<file path="src/rtl/core/scpp_pkg.sv">
// ----------------------------------------------------------------------------
// Sparse column partition packer: package
// Payload structs, controller states and the command/status bundles.
// ----------------------------------------------------------------------------
package scpp_pkg;

    localparam logic ENTRY_KIND_DATA  = 1'b0;
    localparam logic ENTRY_KIND_FLUSH = 1'b1;

    typedef struct packed {
        logic        kind;
        logic [31:0] row;
        logic [31:0] col;
        logic [15:0] value;
    } entry_t;

    typedef struct packed {
        logic [31:0] mem_row_number;
        logic [1:0]  slot;
        logic [2:0]  position;
        logic [31:0] row_out;
        logic [15:0] value_out;
        logic [31:0] slot_col;
        logic        slot_used;
        logic        last;
    } elem_t;

    typedef enum logic [1:0] {
        ST_IDLE,
        ST_EXEC,
        ST_EMIT,
        ST_COMMIT
    } scpp_state_t;

    typedef struct packed {
        logic capture;
        logic write;
        logic open_next;
        logic new_row;
        logic reset_all;
        logic emit_step;
    } scpp_cmd_t;

    typedef struct packed {
        logic is_flush;
        logic advance;
        logic wrap;
        logic emit_last;
        logic out_free;
    } scpp_status_t;

endpackage

</file>
<file path="src/rtl/core/scpp_ctrl.sv">
// ----------------------------------------------------------------------------
// Sparse column partition packer: controller
// Sequences capture, slot decision, row emission and store update.
// ----------------------------------------------------------------------------
module scpp_ctrl
    import scpp_pkg::*;
(
    input  logic         clk,
    input  logic         rst_n,
    input  logic         entry_valid,
    output logic         entry_ready,
    input  scpp_status_t status,
    output scpp_cmd_t    cmd
);

    scpp_state_t state_reg;
    scpp_state_t state_next;

    always_ff @(posedge clk or negedge rst_n)
    begin
        if (!rst_n)
        begin
            state_reg <= ST_IDLE;
        end
        else
        begin
            state_reg <= state_next;
        end
    end

    always_comb
    begin
        state_next = state_reg;
        unique case (state_reg)
            ST_IDLE:
            begin
                if (entry_valid)
                begin
                    state_next = ST_EXEC;
                end
            end
            ST_EXEC:
            begin
                if (status.is_flush || (status.advance && status.wrap))
                begin
                    state_next = ST_EMIT;
                end
                else
                begin
                    state_next = ST_IDLE;
                end
            end
            ST_EMIT:
            begin
                if (status.out_free && status.emit_last)
                begin
                    state_next = ST_COMMIT;
                end
            end
            ST_COMMIT:
            begin
                state_next = ST_IDLE;
            end
            default:
            begin
                state_next = ST_IDLE;
            end
        endcase
    end

    always_comb
    begin
        entry_ready = 1'b0;
        cmd         = '0;
        unique case (state_reg)
            ST_IDLE:
            begin
                entry_ready = 1'b1;
                cmd.capture = entry_valid;
            end
            ST_EXEC:
            begin
                if (!(status.is_flush || (status.advance && status.wrap)))
                begin
                    cmd.write     = 1'b1;
                    cmd.open_next = status.advance;
                end
            end
            ST_EMIT:
            begin
                cmd.emit_step = status.out_free;
            end
            ST_COMMIT:
            begin
                if (status.is_flush)
                begin
                    cmd.reset_all = 1'b1;
                end
                else
                begin
                    cmd.write   = 1'b1;
                    cmd.new_row = 1'b1;
                end
            end
            default:
            begin
                cmd = '0;
            end
        endcase
    end

endmodule

</file>
<file path="src/rtl/core/scpp_dpath.sv">
// ----------------------------------------------------------------------------
// Sparse column partition packer: datapath
// Place and column stores, packing pointers, emit counters, output register.
// ----------------------------------------------------------------------------
module scpp_dpath
    import scpp_pkg::*;
#(
    parameter int PART_DEPTH    = 8,
    parameter int SLOTS_PER_ROW = 4
)
(
    input  logic         clk,
    input  logic         rst_n,
    input  entry_t       entry,
    input  scpp_cmd_t    cmd,
    output scpp_status_t status,
    output logic         elem_valid,
    input  logic         elem_ready,
    output elem_t        elem
);

    localparam int PLACES = PART_DEPTH * SLOTS_PER_ROW;
    localparam int ADDR_W = (PLACES > 1) ? $clog2(PLACES) : 1;
    localparam int SLOT_W = (SLOTS_PER_ROW > 1) ? $clog2(SLOTS_PER_ROW) : 1;
    localparam int FILL_W = (PART_DEPTH > 1) ? $clog2(PART_DEPTH) : 1;
    localparam logic [SLOT_W-1:0] SlotLast = SLOT_W'(SLOTS_PER_ROW - 1);
    localparam logic [FILL_W-1:0] FillLast = FILL_W'(PART_DEPTH - 1);
    localparam logic [ADDR_W-1:0] AddrLast = ADDR_W'(PLACES - 1);

    // Payload stores (no reset; valid bits mask stale contents)
    logic [31:0] row_store_reg   [PLACES];
    logic [15:0] value_store_reg [PLACES];
    logic [31:0] col_store_reg   [SLOTS_PER_ROW];
    entry_t      item_reg;

    logic [PLACES-1:0]        place_vld_reg, place_vld_next;
    logic [SLOTS_PER_ROW-1:0] col_vld_reg, col_vld_next;
    logic [SLOT_W-1:0]        slot_idx_reg, slot_idx_next;
    logic [FILL_W-1:0]        fill_reg, fill_next;
    logic [31:0]              row_cnt_reg, row_cnt_next;
    logic                     open_reg, open_next;

    logic [SLOT_W-1:0]        e_slot_reg, e_slot_next;
    logic [FILL_W-1:0]        e_pos_reg, e_pos_next;
    logic [ADDR_W-1:0]        e_addr_reg, e_addr_next;

    elem_t                    elem_reg, elem_next;
    logic                     elem_vld_reg, elem_vld_next;

    logic [SLOT_W-1:0]        w_slot;
    logic [FILL_W-1:0]        w_fill;
    logic [ADDR_W-1:0]        w_addr;
    logic [31:0]              col_cur;
    logic [31:0]              e_col;

    // Status toward the controller
    assign col_cur = col_vld_reg[slot_idx_reg] ? col_store_reg[slot_idx_reg] : '0;

    assign status.is_flush  = (item_reg.kind == ENTRY_KIND_FLUSH);
    assign status.advance   = open_reg && ((fill_reg == '0) || (item_reg.col != col_cur));
    assign status.wrap      = (slot_idx_reg == SlotLast);
    assign status.emit_last = (e_addr_reg == AddrLast);
    assign status.out_free  = !elem_vld_reg || elem_ready;

    // Target place of the entry being written
    always_comb
    begin
        if (cmd.new_row)
        begin
            w_slot = '0;
            w_fill = '0;
        end
        else if (cmd.open_next)
        begin
            w_slot = slot_idx_reg + SLOT_W'(1);
            w_fill = '0;
        end
        else
        begin
            w_slot = slot_idx_reg;
            w_fill = fill_reg;
        end
        w_addr = ADDR_W'(int'(w_slot) * PART_DEPTH + int'(w_fill));
    end

    // Packing pointers and valid bits
    always_comb
    begin
        place_vld_next = place_vld_reg;
        col_vld_next   = col_vld_reg;
        slot_idx_next  = slot_idx_reg;
        fill_next      = fill_reg;
        row_cnt_next   = row_cnt_reg;
        open_next      = open_reg;
        if (cmd.reset_all)
        begin
            place_vld_next = '0;
            col_vld_next   = '0;
            slot_idx_next  = '0;
            fill_next      = '0;
            row_cnt_next   = '0;
            open_next      = 1'b0;
        end
        else if (cmd.write)
        begin
            if (cmd.new_row)
            begin
                place_vld_next = '0;
                col_vld_next   = '0;
                row_cnt_next   = row_cnt_reg + 32'd1;
            end
            place_vld_next[w_addr] = 1'b1;
            col_vld_next[w_slot]   = 1'b1;
            slot_idx_next          = w_slot;
            fill_next              = (w_fill == FillLast) ? '0 : w_fill + FILL_W'(1);
            open_next              = 1'b1;
        end
    end

    // Emit walk: slot-major, position-minor
    always_comb
    begin
        e_slot_next = e_slot_reg;
        e_pos_next  = e_pos_reg;
        e_addr_next = e_addr_reg;
        if (cmd.emit_step)
        begin
            if (e_addr_reg == AddrLast)
            begin
                e_slot_next = '0;
                e_pos_next  = '0;
                e_addr_next = '0;
            end
            else
            begin
                e_addr_next = e_addr_reg + ADDR_W'(1);
                if (e_pos_reg == FillLast)
                begin
                    e_pos_next  = '0;
                    e_slot_next = e_slot_reg + SLOT_W'(1);
                end
                else
                begin
                    e_pos_next = e_pos_reg + FILL_W'(1);
                end
            end
        end
    end

    assign e_col = col_vld_reg[e_slot_reg] ? col_store_reg[e_slot_reg] : '0;

    always_comb
    begin
        elem_next                = elem_reg;
        elem_vld_next            = elem_vld_reg && !elem_ready;
        if (cmd.emit_step)
        begin
            elem_vld_next            = 1'b1;
            elem_next.mem_row_number = row_cnt_reg;
            elem_next.slot           = 2'(e_slot_reg);
            elem_next.position       = 3'(e_pos_reg);
            elem_next.row_out        = place_vld_reg[e_addr_reg] ? row_store_reg[e_addr_reg]
                                                                 : '0;
            elem_next.value_out      = place_vld_reg[e_addr_reg] ? value_store_reg[e_addr_reg]
                                                                 : '0;
            elem_next.slot_col       = e_col;
            elem_next.slot_used      = (e_col != '0);
            elem_next.last           = (e_addr_reg == AddrLast);
        end
    end

    always_ff @(posedge clk or negedge rst_n)
    begin
        if (!rst_n)
        begin
            place_vld_reg <= '0;
            col_vld_reg   <= '0;
            slot_idx_reg  <= '0;
            fill_reg      <= '0;
            row_cnt_reg   <= '0;
            open_reg      <= 1'b0;
            e_slot_reg    <= '0;
            e_pos_reg     <= '0;
            e_addr_reg    <= '0;
            elem_vld_reg  <= 1'b0;
        end
        else
        begin
            place_vld_reg <= place_vld_next;
            col_vld_reg   <= col_vld_next;
            slot_idx_reg  <= slot_idx_next;
            fill_reg      <= fill_next;
            row_cnt_reg   <= row_cnt_next;
            open_reg      <= open_next;
            e_slot_reg    <= e_slot_next;
            e_pos_reg     <= e_pos_next;
            e_addr_reg    <= e_addr_next;
            elem_vld_reg  <= elem_vld_next;
        end
    end

    always_ff @(posedge clk)
    begin
        if (cmd.capture)
        begin
            item_reg <= entry;
        end
        if (cmd.write)
        begin
            row_store_reg[w_addr]   <= item_reg.row;
            value_store_reg[w_addr] <= item_reg.value;
            col_store_reg[w_slot]   <= item_reg.col;
        end
        elem_reg <= elem_next;
    end

    assign elem_valid = elem_vld_reg;
    assign elem       = elem_reg;

endmodule

</file>
<file path="src/rtl/core/sparse_column_partition_packer.sv">
// ----------------------------------------------------------------------------
// Sparse column partition packer
// Sequence: each entry is captured in idle, then decided and stored; an entry
//   that finds the memory row full, or a flush, then emits SLOTS_PER_ROW*PART_DEPTH
//   elements, one per cycle through the output register when not stalled, and commits.
// Throughput: one entry per controller capture/store sequence, none taken
//   mid-sequence; a row burst is shared by the entries that filled the row.
// Reset: rst_n clears pointers, row counter and valid bits; every place reads zero.
// ----------------------------------------------------------------------------
module sparse_column_partition_packer
    import scpp_pkg::*;
#(
    parameter int PART_DEPTH    = 8,
    parameter int SLOTS_PER_ROW = 4
)
(
    input  logic   clk,
    input  logic   rst_n,
    // Entry channel: one sorted (row, col, value) entry or a flush per transfer
    input  logic   entry_valid,
    output logic   entry_ready,
    input  entry_t entry,
    // Element channel: one place of an emitted memory row per transfer
    output logic   elem_valid,
    input  logic   elem_ready,
    output elem_t  elem
);

    scpp_cmd_t    cmd;
    scpp_status_t status;

    // Controller: take an entry in idle, decide whether the slot advances,
    // run the row burst when the row is full or on a flush, then commit.
    scpp_ctrl u_ctrl (
        .clk         (clk),
        .rst_n       (rst_n),
        .entry_valid (entry_valid),
        .entry_ready (entry_ready),
        .status      (status),
        .cmd         (cmd)
    );

    // Datapath: hold the row being packed; the output register parts the
    // element burst from the entry side so the last element of a row can wait
    // downstream while packing resumes.
    scpp_dpath #(
        .PART_DEPTH    (PART_DEPTH),
        .SLOTS_PER_ROW (SLOTS_PER_ROW)
    ) u_dpath (
        .clk        (clk),
        .rst_n      (rst_n),
        .entry      (entry),
        .cmd        (cmd),
        .status     (status),
        .elem_valid (elem_valid),
        .elem_ready (elem_ready),
        .elem       (elem)
    );

endmodule

</file>
<file path="config.mk">
export PLATFORM = sky130hd
export DESIGN_NAME = sparse_column_partition_packer
export DESIGN_NICKNAME = d
export VERILOG_FILES = /design/src/rtl/core/scpp_pkg.sv /design/src/rtl/core/scpp_ctrl.sv /design/src/rtl/core/scpp_dpath.sv /design/src/rtl/core/sparse_column_partition_packer.sv
export SDC_FILE = /design/constraint.sdc
export NUM_CORES = 2
export LEC_CHECK = 0
export BUFFER_PORTS_ARGS = -buffer_cell sky130_fd_sc_hd__buf_4
export CAP_MARGIN = 20
export CORE_ASPECT_RATIO = 0.75
export CORE_MARGIN = 2
export CORE_UTILIZATION = 50
export DETAILED_ROUTE_END_ITERATION = 8
export HOLD_SLACK_MARGIN = 0.03
export PLACE_DENSITY = 0.75
export SYNTH_ARGS = -nofsm -noshare
export SYNTH_HDL_FRONTEND = slang
export SYNTH_HIERARCHICAL = 1
export SYNTH_SLANG_ARGS = --single-unit
</file>
<file path="constraint.sdc">
create_clock -name clk -period 18.41 [get_ports clk]
set_input_delay 3.682 -clock clk [delete_from_list [all_inputs] [get_ports clk]]
set_output_delay 3.682 -clock clk [all_outputs]
set_load 0.02 [all_outputs]
</file>
# Word-level counts from Yosys, hierarchy flattened
# Memories as Yosys holds them, arrays and structs flattened. A register that Yosys moved wholly into a read port is not among the register bits.
# Cells that the tools add are included.
# Widths: inputs -> output; s select.
# word_totals
regBits,239
latchBits,0
ramBits,1664
romBits,0
input_bits,85
out_inout_bits,121
elab_cells,129
n_memories,3
# memory_table
memory,depth,word_bits,read_ports,rd_ports_with_merged_regs,write_ports,line,rtl
u_dpath.row_store_reg,32,32,1,1,1,scpp_dpath.sv:31,logic [31:0] row_store_reg [PLACES];
u_dpath.value_store_reg,32,16,1,1,1,scpp_dpath.sv:32,logic [15:0] value_store_reg [PLACES];
u_dpath.col_store_reg,4,32,2,0,1,scpp_dpath.sv:33,logic [31:0] col_store_reg [SLOTS_PER_ROW];
# classes
n_addsub,7
n_mul,0
div,0
magnitude_cmp,7
n_eq_ne,10
n_shift,0
muxes,57
n_bitwise,2
reduce_logical,22
# ops
cell,count
$mux 32,10
$add 32x1->32 const B,1
$ne 32x32->1,1
$or 32x32->32,1
$reduce_bool 32->1,1
$mux 2,11
$mux 3,7
$mux 4,5
$mux 1,16
$lt 5x6->1 const B,2
$lt 2x3->1 const B,3
$pmux 2 s4,1
$add 3x1->3 const B,2
$eq 2x2->1 const B,3
$eq 3x3->1 const B,2
$logic_and 1x1->1,6
$reduce_and 2->1,3
$reduce_bool 2->1,3
$add 5x1->5 const B,1
$add 5x3->5,1
$bmux 1 s5,1
$demux 1 s5,1
$eq 5x5->1 const B,1
$ge 5x1->1 const B,1
14 further kinds,21

# Logic depth before layout (Yosys ltp)
# depth
depth_word,20
ltp_mapped,20
ltp_nobuf,16

# Hierarchy
# The synthesis kept the hierarchy.
# modules_own_cells
module,n_inst,cells_per_inst,area_each_um2,seq_area_each_um2
scpp_dpath,1,3256,75039.5,58100.7
scpp_ctrl,1,18,151.4,50.0

# Worst setup path before layout
# Ideal clock, no wire load.
# synth_path
kind,input to register
start,input elem_ready
end,register u_dpath.e_addr_reg[2]
setup_time_ns,0.139
t_arrival_ns,13.403
required_ns,18.271
path_slack_ns,4.868
cell_stages,7
path_buffers,2
cell_sequence,nand2b_1 nor3b_1 clkbuf_1 clkbuf_1 o21ai_0 nand2_1 o21ai_0
# synth_lines
item,line,rtl
"start, declared",sparse_column_partition_packer.sv:25,"input logic elem_ready,"
"end signal, assigned",scpp_dpath.sv:197,e_addr_reg <= e_addr_next;
"end, declared",scpp_dpath.sv:45,"logic [ADDR_W-1:0] e_addr_reg, e_addr_next;"

==> impl_metrics.ini <==
[status]
status = finished clean

[sta]
finalMaxSlewViolations = 0
rsz0062_at_grt = no
fmax_ghz = 0.145
fin_crit_sh = 0.374
setup_tns_ns = 0
setup-violations-final = 0
skew_ns = 0.0339
finalCriticalPeriod_ns = 6.88
tightest_slew_ns = 1.16
slew_headroom = 0.228
hold_viol_final = 0
whs_ns = 0.486

[floorplanning]
core_area_mm2 = 0.150
ios = 206
start_util = 0.503
die_h_um = 340
rows = 123
die_area_mm2 = 0.154
die_w_um = 452

[critical_path]
cp-startpoint = u_dpath/slot_idx_reg[0]
max_stage_delay_ns = 0.91
cp-end-kind = flip-flop
regToRegSetupSlack_ns = 11.53
critical_path.endpoint = u_dpath/value_store_reg[12][0]
ff2ff_path_depth = 14
path_buf_inv = 3
crit_type = flip-flop to flip-flop
worstPathCellList = buf_4, mux4_2, inv_1, o32a_1, o21ai_0, and4_1, a31oi_1, nor4b_2, nor2_1, nand2_1, ha_1, nand2_1, nor2_4, buf_4
r2r-start = u_dpath/slot_idx_reg[0]
r2r-end = u_dpath/value_store_reg[12][0]
start_kind = flip-flop
path_depth = 14
slowest_stage = mux4_2
cpLargestDelayFamily = simple AND/OR/NAND/NOR gates
crit_fanout = 47
cp.required_ns = 18.84
cp.arrival_ns = 7.31

[synth]
synthTopCellsByArea = edfxtp_1 (74%), mux4_2 (16%), dfrtp_1 (2.9%)
syn_area_mm2 = 0.0752
synth-warning-count = 6
synth_ff_type = edfxtp_1
yosys.area.top_type = edfxtp_1
synth_cell_types = 60
synth-edff-count = 1864
syn_avg_cell_area_um2 = 23.0
postSynth.asyncResetShare = 0.0446
synth_cells = 3274
yosysMostFrequentCell = edfxtp_1
yosysSeqAreaShare = 0.773
synthTopCellsByCount = edfxtp_1 (1864), mux4_2 (544), nor2_1 (169), dfrtp_1 (87), clkbuf_1 (74)
ys_ff_latch = 1951
synth_fp_nets = 3369
synth_top_area_frac = 0.744

[finish]
drive_above_1_share = 0.304
largest_reg_flops = 1024
nets = 3675
syn_to_final_growth_pct = 13.6
nFillCells = 10500

[detailed_routing]
avgViaCountPerCell = 6.25
avgRoutedWirePerCell_um = 30.2
vias = 35800
wl_um = 173000
drt-initial-drc-count = 4634
drt-pass1-iter-count = 5
ant_nets = 0
drc = 0

[power_and_ir_drop]
combPwrFrac = 0.240
peakVddDrop_mv = 0.0913
swShare = 0.283
seqPwrFrac = 0.461
pwr-share-clk = 0.299
switchingPower_mw = 3.42
p_per_area_mw_per_mm2 = 142
power.internal_mw = 8.68
leakage_nw = 27.3

[clock_tree]
cts_resized = 0
numCtsBuffers = 177
tritoncts = built
postCtsSetupRepairBufs = 0
cts_root_buffer = clkbuf_16
clock_path_buffers = 3
cts.clk_slew.worst_paths_ns = 0.06
clock_sinks = 1951
ctsHtreeMaxLevel = 4
hold_buffers = 0
clock_latency_ns = 0.81

[job]
maxCapViolCount = 0

[global_route]
grt_pass1_wl_um = 250000
grt.total_usage = 0.224
grt_pass1_vias = 35600
grt-ovfl-total = 0
grt_max_degree = 74
grt_antenna_before_repair = 2

[placed_design]
io_buffers = 205
gp_congestion = 0.802
hpwlAfterDp_um = 92300

[hold_path]
min_path_type = flip-flop to flip-flop
## cells in the final DEF (no fill, tap or decap), types with 5 or more instances in the layout
cell type and instances:
clkbuf_1 48, a22oi_1 25, edfxtp_1 1864, a31oi_1 5, mux4_2 544, dfrtp_1 80, nor4bb_1 6, nand2b_1 8
buf_4 268, nand3_1 17, a21oi_1 36, o22ai_1 7, xor2_1 25, o21ai_0 17, bufinv_16 15, nor3_1 6
inv_6 6, xnor2_1 18, nor2_1 141, nor4_1 6, nand4_1 17, clkinvlp_4 6, inv_1 21, and2_1 37
nand3b_1 6, nor2_4 28, nand2_1 46, clkinv_1 39, mux4_1 12, clkbuf_16 180, clkinv_2 15, buf_16 18
ha_1 10, mux2i_1 53, clkinv_8 5
## routing by layer
layer  track usage  vias to the layer above  part of all wire
met5             0                        -          0.000052
met4        0.0609                        2             0.024
met3        0.0428                      270             0.093
met2         0.356                     2031              0.49
met1         0.323                    19000              0.39
li1              -                    14400                 -
## worst min path at each step
stage,from,to,slack [ns],depth (start not counted)
after floorplan,u_dpath/e_slot_reg[1],u_dpath/elem[86],0.42,0
after global placement,u_dpath/e_pos_reg[1],u_dpath/elem[83],0.47,0
after detailed placement,u_dpath/e_pos_reg[2],u_dpath/elem[84],0.47,0
after CTS,u_dpath/e_pos_reg[2],u_dpath/elem[84],0.49,0
after global routing,u_dpath/row_cnt_reg[31],u_dpath/elem[118],0.50,0
final,u_dpath/e_pos_reg[1],u_dpath/elem[83],0.49,0
## power groups by stage
stage               clock network [mW]  registers [mW]  logic [mW]
floorplan                            0            5.65        1.97
global placement                     0            5.71        2.78
detailed placement                   0            5.73        2.82
CTS                               3.67            5.63        2.85
global route                      3.84            5.61        3.07
finish                            3.62            5.58        2.91
## worst reg2reg max path: cells and delay by family (launching register included)
kind,cells,cell delay (ns)
fa+ha+maj,1,0.18
mux,1,0.94
flops,1,0.35
compound gates,3,0.64
buf+inv,3,1.57
simple gates,6,2.77
## layout make-up
cell class                      instances  area (um^2)  share of cell area
Antenna cell                            1         2.50           0.0000293
Timing Repair Buffer                  291         2590              0.0303
Tap cell                             2000         2500              0.0293
Inverter                               23         93.8             0.00110
Clock buffer                          231         4730              0.0553
Sequential cell                      1951        58200               0.681
Multi-Input combinational cell       1136        16400               0.192
Clock inverter                         92          917              0.0107
## per-stage QoR
step	instance area [um^2]	total power [mW]	worst slack, ns	util	cells
after floorplan	75200	7.62	4.87	-	3274
after global placement	79200	8.49	11.82	0.529	5378
after detailed placement	79300	8.55	11.62	0.530	5381
after CTS	84900	12.2	11.59	0.568	5704
after global routing	85400	12.5	11.14	0.571	5725
final	85400	12.1	11.53	0.571	5725
## logic make-up (layout without fill, tap and decap cells)
family          Yosys count  count (layout)  share of synthesized area
flops                  1951            1951                      0.773
mux                     613             613                      0.175
simple gates            356             356                     0.0237
buf+inv                 187             637                     0.0118
compound gates          114             114                    0.00952
xor+xnor                 43              43                    0.00501
fa+ha+maj                10              10                    0.00166
other cells               0               1                          0
Power figures use the tool's default switching activity.
